`src/pbf_pkg.sv`:
```
// Shared types and constants of the partitioned Bloom filter.
// Depends on nothing; every other file but pbf_ram imports it.
package pbf_pkg;

  localparam int DEF_BITMAP_BITS = 65536;
  localparam int DEF_MAX_HASHES  = 32;

  localparam int HASH_W  = 64;
  localparam int NUM_W   = 6;
  localparam int PART_W  = 17;
  localparam int COUNT_W = 32;
  localparam int BIDX_W  = NUM_W + PART_W + 1;

  localparam logic [HASH_W-1:0] BIG_PRIME = 64'hFFFF_FFFF_FFFF_FFC5;

  localparam logic [NUM_W-1:0]  RST_NUM_HASHES     = 6'd4;
  localparam logic [PART_W-1:0] RST_PARTITION_BITS = 17'd16384;

  localparam logic REG_NUM_HASHES     = 1'b0;
  localparam logic REG_PARTITION_BITS = 1'b1;

  localparam logic REQ_CONTAINS = 1'b0;
  localparam logic REQ_ADD      = 1'b1;

  typedef struct packed {
    logic              req_type;
    logic [HASH_W-1:0] hash_word0;
    logic [HASH_W-1:0] hash_word1;
    logic [HASH_W-1:0] hash_word2;
    logic [HASH_W-1:0] hash_word3;
  } req_t;

  typedef struct packed {
    logic               was_present;
    logic               was_added;
    logic [COUNT_W-1:0] item_count;
  } rsp_t;

  typedef struct packed {
    logic load;
    logic prod_ld;
    logic hash_ld;
    logic div_start;
    logic idx_ld;
    logic mem_rd;
    logic mem_wr;
    logic clr_wr;
    logic probe_rst;
    logic probe_inc;
    logic miss;
    logic count_inc;
    logic out_load;
  } cmd_t;

  typedef struct packed {
    logic div_busy;
    logic last_probe;
    logic bit_set;
    logic clear_done;
    logic is_add;
  } sts_t;

endpackage

```
`src/pbf_ctrl.sv`:
```
// Controller: sequences clearing, probe lookup, bit setting and result handoff.
// Depends on pbf_pkg.
module pbf_ctrl
  import pbf_pkg::*;
(
  input  logic clk,
  input  logic rst,
  input  logic req_valid,
  output logic req_ready,
  output logic rsp_valid,
  input  logic rsp_ready,
  input  sts_t sts,
  output cmd_t cmd
);

  typedef enum logic [12:0] {
    S_CLEAR  = 13'b0_0000_0000_0001,
    S_IDLE   = 13'b0_0000_0000_0010,
    S_PROD   = 13'b0_0000_0000_0100,
    S_HASH   = 13'b0_0000_0000_1000,
    S_START1 = 13'b0_0000_0001_0000,
    S_DIV1   = 13'b0_0000_0010_0000,
    S_BIDX   = 13'b0_0000_0100_0000,
    S_QUOT   = 13'b0_0000_1000_0000,
    S_REM    = 13'b0_0001_0000_0000,
    S_WRAP   = 13'b0_0010_0000_0000,
    S_ACCESS = 13'b0_0100_0000_0000,
    S_CHECK  = 13'b0_1000_0000_0000,
    S_FINISH = 13'b1_0000_0000_0000
  } state_t;

  state_t state;
  state_t state_next;
  logic   set_phase;
  logic   set_phase_next;
  logic   rsp_valid_next;

  always_comb begin
    cmd            = '0;
    state_next     = state;
    set_phase_next = set_phase;
    req_ready      = 1'b0;
    case (state)
      S_CLEAR: begin
        cmd.clr_wr = 1'b1;
        if (sts.clear_done) begin
          state_next = S_IDLE;
        end
      end
      S_IDLE: begin
        req_ready = 1'b1;
        if (req_valid) begin
          cmd.load       = 1'b1;
          set_phase_next = 1'b0;
          state_next     = S_PROD;
        end
      end
      S_PROD: begin
        cmd.prod_ld = 1'b1;
        state_next  = S_HASH;
      end
      S_HASH: begin
        cmd.hash_ld = 1'b1;
        state_next  = S_START1;
      end
      S_START1: begin
        cmd.div_start = 1'b1;
        state_next    = S_DIV1;
      end
      S_DIV1: begin
        if (!sts.div_busy) begin
          state_next = S_BIDX;
        end
      end
      S_BIDX: begin
        cmd.idx_ld = 1'b1;
        state_next = S_QUOT;
      end
      S_QUOT: begin
        state_next = S_REM;
      end
      S_REM: begin
        state_next = S_WRAP;
      end
      S_WRAP: begin
        state_next = S_ACCESS;
      end
      S_ACCESS: begin
        if (set_phase) begin
          cmd.mem_wr = 1'b1;
          if (sts.last_probe) begin
            cmd.count_inc = 1'b1;
            state_next    = S_FINISH;
          end else begin
            cmd.probe_inc = 1'b1;
            state_next    = S_PROD;
          end
        end else begin
          cmd.mem_rd = 1'b1;
          state_next = S_CHECK;
        end
      end
      S_CHECK: begin
        if (!sts.bit_set) begin
          cmd.miss = 1'b1;
          if (sts.is_add) begin
            cmd.probe_rst  = 1'b1;
            set_phase_next = 1'b1;
            state_next     = S_PROD;
          end else begin
            state_next = S_FINISH;
          end
        end else if (sts.last_probe) begin
          state_next = S_FINISH;
        end else begin
          cmd.probe_inc = 1'b1;
          state_next    = S_PROD;
        end
      end
      S_FINISH: begin
        if (!rsp_valid || rsp_ready) begin
          cmd.out_load = 1'b1;
          state_next   = S_IDLE;
        end
      end
      default: begin
        state_next = S_CLEAR;
      end
    endcase
  end

  always_comb begin
    rsp_valid_next = rsp_valid;
    if (cmd.out_load) begin
      rsp_valid_next = 1'b1;
    end else if (rsp_ready) begin
      rsp_valid_next = 1'b0;
    end
  end

  always_ff @(posedge clk) begin
    if (rst) begin
      state     <= S_CLEAR;
      set_phase <= 1'b0;
      rsp_valid <= 1'b0;
    end else begin
      state     <= state_next;
      set_phase <= set_phase_next;
      rsp_valid <= rsp_valid_next;
    end
  end

endmodule

```
`config.mk`:
```
export PLATFORM = sky130hd
export DESIGN_NAME = pbf_ctrl
export DESIGN_NICKNAME = d
export VERILOG_FILES = /design/src/pbf_pkg.sv /design/src/pbf_ctrl.sv
export SDC_FILE = /design/constraint.sdc
export NUM_CORES = 1
export LEC_CHECK = 0
export BUFFER_PORTS_ARGS = -buffer_cell sky130_fd_sc_hd__buf_2
export CORE_MARGIN = 5
export CORE_UTILIZATION = 30
export DETAILED_ROUTE_END_ITERATION = 6
export SETUP_SLACK_MARGIN = 0.05
export SYNTH_ARGS = -nofsm -noshare
export SYNTH_HDL_FRONTEND = slang
export SYNTH_SLANG_ARGS = --single-unit
```
`constraint.sdc`:
```
create_clock -name clk -period 2.5 [get_ports clk]
set_input_delay 0.25 -clock clk [delete_from_list [all_inputs] [get_ports clk]]
set_output_delay 0.25 -clock clk [all_outputs]
set_load 0.02 [all_outputs]
```
==> out/metrics.csv, run 1 <==
stage,metric,value,unit
outcome,status,finished clean,
routing,drt_pass1_iterations,4,
grt,grt_max_degree,12,
logic_synthesis,avgSynthCellArea,7.84,um2
routing,viasPerCell,5.14,
die,num_io_pins,24,
logic_synthesis,yosys_warnings,0,
clocking,clkSinkCount,15,
pwr,p_sw_share,38.8,%
hold_path,min_from,rst,
worst_setup_path,r2r_end,state[6],
routing,drc,0,
hold_path,min_to,rsp_valid,
logic_synthesis,synth_most_common_cell,dfxtp_1,
cells_and_area,areaGrowthSynthToFinish,25.0,%
grt,grt-ovfl-total,0,
logic_synthesis,ys_ff_latch,15,
pwr,clockPowerShare,20.4,%
worst_setup_path,critPathKind,flip-flop to primary output,
cells_and_area,final_nets,161,
pwr,power_leakage,0.524,nW
placed_design,port_buffers,23,
logic_synthesis,yosysTopAreaCellShare,31.4,%
routing,detail_route.wl_per_cell,14.0,um
logic_synthesis,synthAdderAreaFrac,0,%
routing,drtIter0Drc,70,
logic_synthesis,synth-compound-area-share,14.8,%
grt,grt_pass1_wl,4370,um
pwr,pwr-share-comb,40.1,%
sta,report.final.slew_viol_count,0,
logic_synthesis,ys.flop_type,dfxtp_1,
cells_and_area,fin_cells,195,
die,die-width,66.5,um
hold_path,hold_class,input pin to flip-flop,
logic_synthesis,async_flop_share,0,%
clocking,cts_root_buf,clkbuf_4,
grt,grt_use_total,12.9,%
logic_synthesis,yosys.area.top_type,dfxtp_1,
die,num_rows,20,
sta,tns,0,ns
pwr,cellInternalPower,0.000430,W
sta,max_freq,0.430,GHz
logic_synthesis,synth.distinct_cells,41,
cells_and_area,drive_gt1_share,28.5,%
placed_design,pre_cts_ws,0.368,ns
worst_setup_path,critPathRequiredTime,2.25,ns
worst_setup_path,cp.arrival,2.08,ns
clocking,numCtsBuffers,3,
cells_and_area,n_antenna_cell,0,
clocking,insertion_delay,0.29,ns
grt,antenna_found_initial,0,
worst_setup_path,critPathLaunchType,flip-flop,
worst_setup_path,worstSetupEndpointType,primary output,
clocking,cts-htree-levels,1,
placed_design,gp_congestion,0.896,
worst_setup_path,ff2ff_setup_slack,0.33,ns
worst_setup_path,worstRegToRegCells,5,
grt,first_global_vias,951,
logic_synthesis,synth_seq_area_share,31.4,%
die,fp.dieArea,4420,um2
sta,worst_pin_slew,0.688,ns
die,initial_utilization,31.3,%
logic_synthesis,ys_top_cells_by_count,"15 x dfxtp_1, 10 x nor2_1, 9 x nand3_1",
logic_synthesis,synth_top_family_by_area,simple AND/OR/NAND/NOR gates,
sta,finalCritPeriodShare,93.0,%
routing,via_count,1003,
worst_setup_path,reg2reg_from,state[2],
logic_synthesis,synth_xor_xnor_area_share,2.75,%
clocking,clkTransAtPathRegs,0.09,ns
pwr,p_per_area,589,nW/um2
placed_design,place_inst,190,
placed_design,dp_hpwl,2090,um
sta,finalSetupViolCount,0,
logic_synthesis,synth_area_leaders,"dfxtp_1 31%, nand3_1 4.7%, nor3_1 4.2%, nor2_1 3.9%, nor4b_1 3.7%",
logic_synthesis,synth_edf_count,0,
sta,fin_ws,0.175,ns
logic_synthesis,synthesis.area,956,um2
cells_and_area,nFillCells,355,
routing,wirelength,2720,um
sta,min_period,2.33,ns
die,fp.dieH,66.5,um
cells_and_area,utilization,39.1,%
pwr,switchingPower,0.000273,W
logic_synthesis,syn_inst,122,
pwr,vdd_ir_drop_max,0.317,mV
routing,ant_nets,0,
logic_synthesis,synthMuxAreaShare,0,%
worst_setup_path,critPathLaunch,state[4],
sta,hold_violations,0,
die,core_area,3050,um2
clocking,cts_tree,done,
sta,fin_skew,0.00311,ns
clocking,ctsHoldBuffers,0,
sta,whs,0.222,ns
worst_setup_path,crit_path_max_fanout,7,
logic_synthesis,yosys.area_share.simple,45.9,%
logic_synthesis,syn-num-nets,131,
sta,relSlewSlack,53.6,%
sta,rsz0062_at_grt,no,
hold_path,hold_depth,2,
clocking,clockBufferDepth,2,
pwr,seq_power_share,39.5,%
run,maxCapViolCount,0,
## placed cells by master (no fill, tap or decap), types with 2 or more instances in the layout
cell / instances
nand3_1: 9
buf_2: 22
nor2_1: 10
nor4b_1: 4
nand4_1: 3
nand4b_1: 2
or2_2: 3
nor4_1: 3
a21oi_1: 5
nor2b_1: 4
xor2_1: 2
and2_1: 3
and3_1: 3
nand2b_1: 4
dfxtp_1: 15
inv_1: 8
nand2_1: 6
buf_4: 7
clkbuf_4: 3
a22oi_1: 2
nor3_1: 8
or4_1: 2
## layout make-up
| class | instances | area (um2) | share of cell area (%) |
|---|---|---|---|
| clock buffer | 4 | 26.3 | 2.20 |
| inverter | 8 | 30.0 | 2.51 |
| multi-input combinational | 95 | 621 | 51.9 |
| sequential | 15 | 300 | 25.1 |
| tap | 44 | 55.1 | 4.61 |
| timing repair buffer | 29 | 163 | 13.6 |
## worst max-delay path, cell delays in order (launching register included)
cell	delay, ns
dfxtp_1	0.32
buf_4	0.16
nor4_4	0.28
buf_4	0.19
nand3_1	0.12
or2_2	0.34
inv_1	0.07
and2_1	0.15
buf_4	0.14
## metal layers
layer  GRT usage [%]  part of all wire, %
met2            19.8                   44
met1            17.0                   49
met4            6.09                  2.7
met5               0                    0
met3            3.04                  3.8
## worst max-delay path by stage
stage	to	slack (ns)	cells after the start
2_1_floorplan	cmd[4]	0.12	6
3_3_place_gp	state[6]	0.32	5
3_5_place_dp	state[6]	0.37	5
4_1_cts	cmd[12]	0.14	8
5_1_grt	cmd[12]	0.05	8
6_report	cmd[12]	0.17	8
## metrics by stage
step           area (um2)  total power (W)
4_1_cts              1170         0.000704
3_5_place_dp         1140         0.000560
3_3_place_gp         1140         0.000569
6_report             1190         0.000704
5_1_grt              1190         0.000749
2_1_floorplan         956         0.000478
## power by group through the flow
stage,combinational (W),clock (W),sequential [W]
after CTS,0.000279,0.000148,0.000278
final,0.000283,0.000143,0.000278
after floorplan,0.000200,0,0.000278
after global routing,0.000307,0.000159,0.000282
after detailed placement,0.000276,0,0.000284
after global placement,0.000286,0,0.000283
## repair_timing
action,4_1_cts,5_1_grt
setup buffers,0,1
setup endpoints to repair,0,2
gates resized for setup,0,3
## kinds of logic after synthesis
kind of cell | count (synthesis)
AOI/OAI and AO/OA | 19
buffers and inverters | 12
DFF | 15
and+or+nand+nor | 73
xor gates and xnor gates | 3
## sequential cells by signal, indices dropped and copies added (netlist names)
name,count
rsp_valid,1
set_phase,1
state,13
Note: power is estimated with default switching activity, not from simulation.
==> inputs of run 2 (changes only) <==
- clock period: 2.5 -> 1.9 ns (I/O delays scaled with it)
==> run 2 against run 1 <==
Clock power up 26%. Sequential share of layout area down 6.1 points. Via count up 16%. The flow now finishes with violations (negative setup slack). Largest power group unchanged.
==> out/metrics.csv, run 2 (synthesized netlist as in run 1, its figures left out) <==
stage,metric,value,unit
sta,tns,-0.680,ns
cells_and_area,fin_cells,225,
sta,fin_ws,-0.0695,ns
sta,relSlewSlack,68.9,%
clocking,clkTransAtPathRegs,0.09,ns
clocking,ctsHoldBuffers,0,
placed_design,dp_hpwl,2280,um
hold_path,hold_depth,2,
grt,grt_use_total,15.0,%
grt,grt-ovfl-total,0,
die,fp.dieArea,4420,um2
worst_setup_path,crit_chain,or4_4 > or4_4 > a21oi_4 > o41ai_4 > o21ba_1,
worst_setup_path,ff2ff_setup_slack,-0.07,ns
clocking,cts_root_buf,clkbuf_4,
sta,max_freq,0.508,GHz
pwr,p_total,0.00115,W
placed_design,pre_cts_ws,-0.114,ns
worst_setup_path,crit_path_max_fanout,6,
placed_design,port_buffers,23,
cells_and_area,largest_register_ffs,13,
routing,viasPerCell,5.19,
worst_setup_path,cpMaxStageDelayCell,or4_4,
sta,rsz0062_at_grt,yes,
routing,drtIter0Drc,63,
worst_setup_path,crit_top_cell,or4_4,
sta,finalSetupViolCount,17,
sta,hold_violations,0,
routing,drt_pass1_iterations,4,
sta,min_period,1.97,ns
worst_setup_path,critPathLaunchType,flip-flop,
die,initial_utilization,31.3,%
sta,report.final.slew_viol_count,0,
die,fp.dieH,66.5,um
clocking,cts-htree-levels,1,
cells_and_area,n_antenna_cell,0,
die,num_rows,20,
routing,via_count,1167,
routing,detail_route.wl_per_cell,14.8,um
hold_path,hold_class,input pin to flip-flop,
placed_design,place_inst,208,
sta,whs,0.162,ns
worst_setup_path,cpPeakStageDelay,0.54,ns
pwr,p_per_area,702,nW/um2
clocking,numCtsBuffers,3,
worst_setup_path,worstRegToRegCells,5,
grt,grt_max_degree,9,
cells_and_area,drive_gt1_share,58.0,%
die,num_io_pins,24,
cells_and_area,most-common-layout-cells,"39 x buf_4, 13 x buf_2, 8 x nand3_1, 8 x dfxtp_1",
clocking,insertion_delay,0.28,ns
worst_setup_path,worstSetupEndpointType,flip-flop,
cells_and_area,top_register,state,
clocking,clkSinkCount,15,
cells_and_area,final_nets,191,
cells_and_area,areaGrowthSynthToFinish,71.6,%
sta,fin_skew,0.00422,ns
die,core_area,3050,um2
pwr,power_leakage,0.721,nW
pwr,vdd_ir_drop_max,0.274,mV
worst_setup_path,critPathRequiredTime,2.13,ns
grt,grt_pass1_wl,5080,um
run,maxCapViolCount,0,
grt,first_global_vias,1131,
clocking,clockBufferDepth,2,
routing,drc,0,
cells_and_area,top_regs,"state x13, rsp_valid x1, set_phase x1",
routing,ant_nets,0,
die,die-width,66.5,um
outcome,violations,negative setup slack,
grt,antenna_found_initial,0,
routing,wirelength,3320,um
clocking,cts_tree,done,
placed_design,gp_congestion,0.875,
worst_setup_path,cp.arrival,2.19,ns
sta,worst_pin_slew,0.465,ns
cells_and_area,final_common_cell,buf_4,
worst_setup_path,critPathKind,flip-flop to flip-flop,
sta,finalCritPeriodShare,104,%
outcome,status,"finished, violations left",
-- run 2: power breakdown --
part,total (W),leakage [nW],switching [W],internal (W)
logic,0.000616,0.581,0.000311,0.000305
clock network,0.000180,0.0150,0.0000985,0.0000813
registers,0.000356,0.125,0.0000228,0.000333
total,0.00115,0.721,0.000433,0.000719
-- run 2: routing by layer --
metal,vias to the layer above,track usage (%),share of wire [%]
met3,4,1.18,3.9
li1,571,-,-
met1,558,17.0,41
met5,-,0,0
met2,34,28.5,54
met4,0,5.58,1.3
-- run 2: final timing paths --
| kind | from | endpoint |
|---|---|---|
| max | state[2] | state[1] |
| min | rst | rsp_valid |
| max reg2reg | state[2] | state[1] |
| min reg2reg | set_phase | state[11] |
-- run 2: what timing repair did --
item | CTS | global route
buffers inserted | 12 | 2
endpoints found under the setup margin | 24 | 25
resized for setup | 42 | 15
pin swaps | 17 | 6
-- run 2: area by class of cell --
type	instances	area (um2)
multi-input cells	95	781
well taps	44	55.1
repair buffers	59	437
clock buffers	4	26.3
fillers	284	1410
inverters	8	30.0
flip-flops and latches	15	312
-- run 2: worst max-delay path, delay by kind of cell, from the launching register on --
| kind | cells | cell delay, ns |
|---|---|---|
| flops | 1 | 0.34 |
| compound gates | 3 | 0.53 |
| simple gates | 2 | 1.05 |
-- run 2: metrics by stage --
step	util, %	cell area [um2]
2_1_floorplan	-	981
3_3_place_gp	42.7	1300
3_5_place_dp	42.7	1300
4_1_cts	51.4	1570
5_1_grt	53.7	1640
6_report	53.7	1640
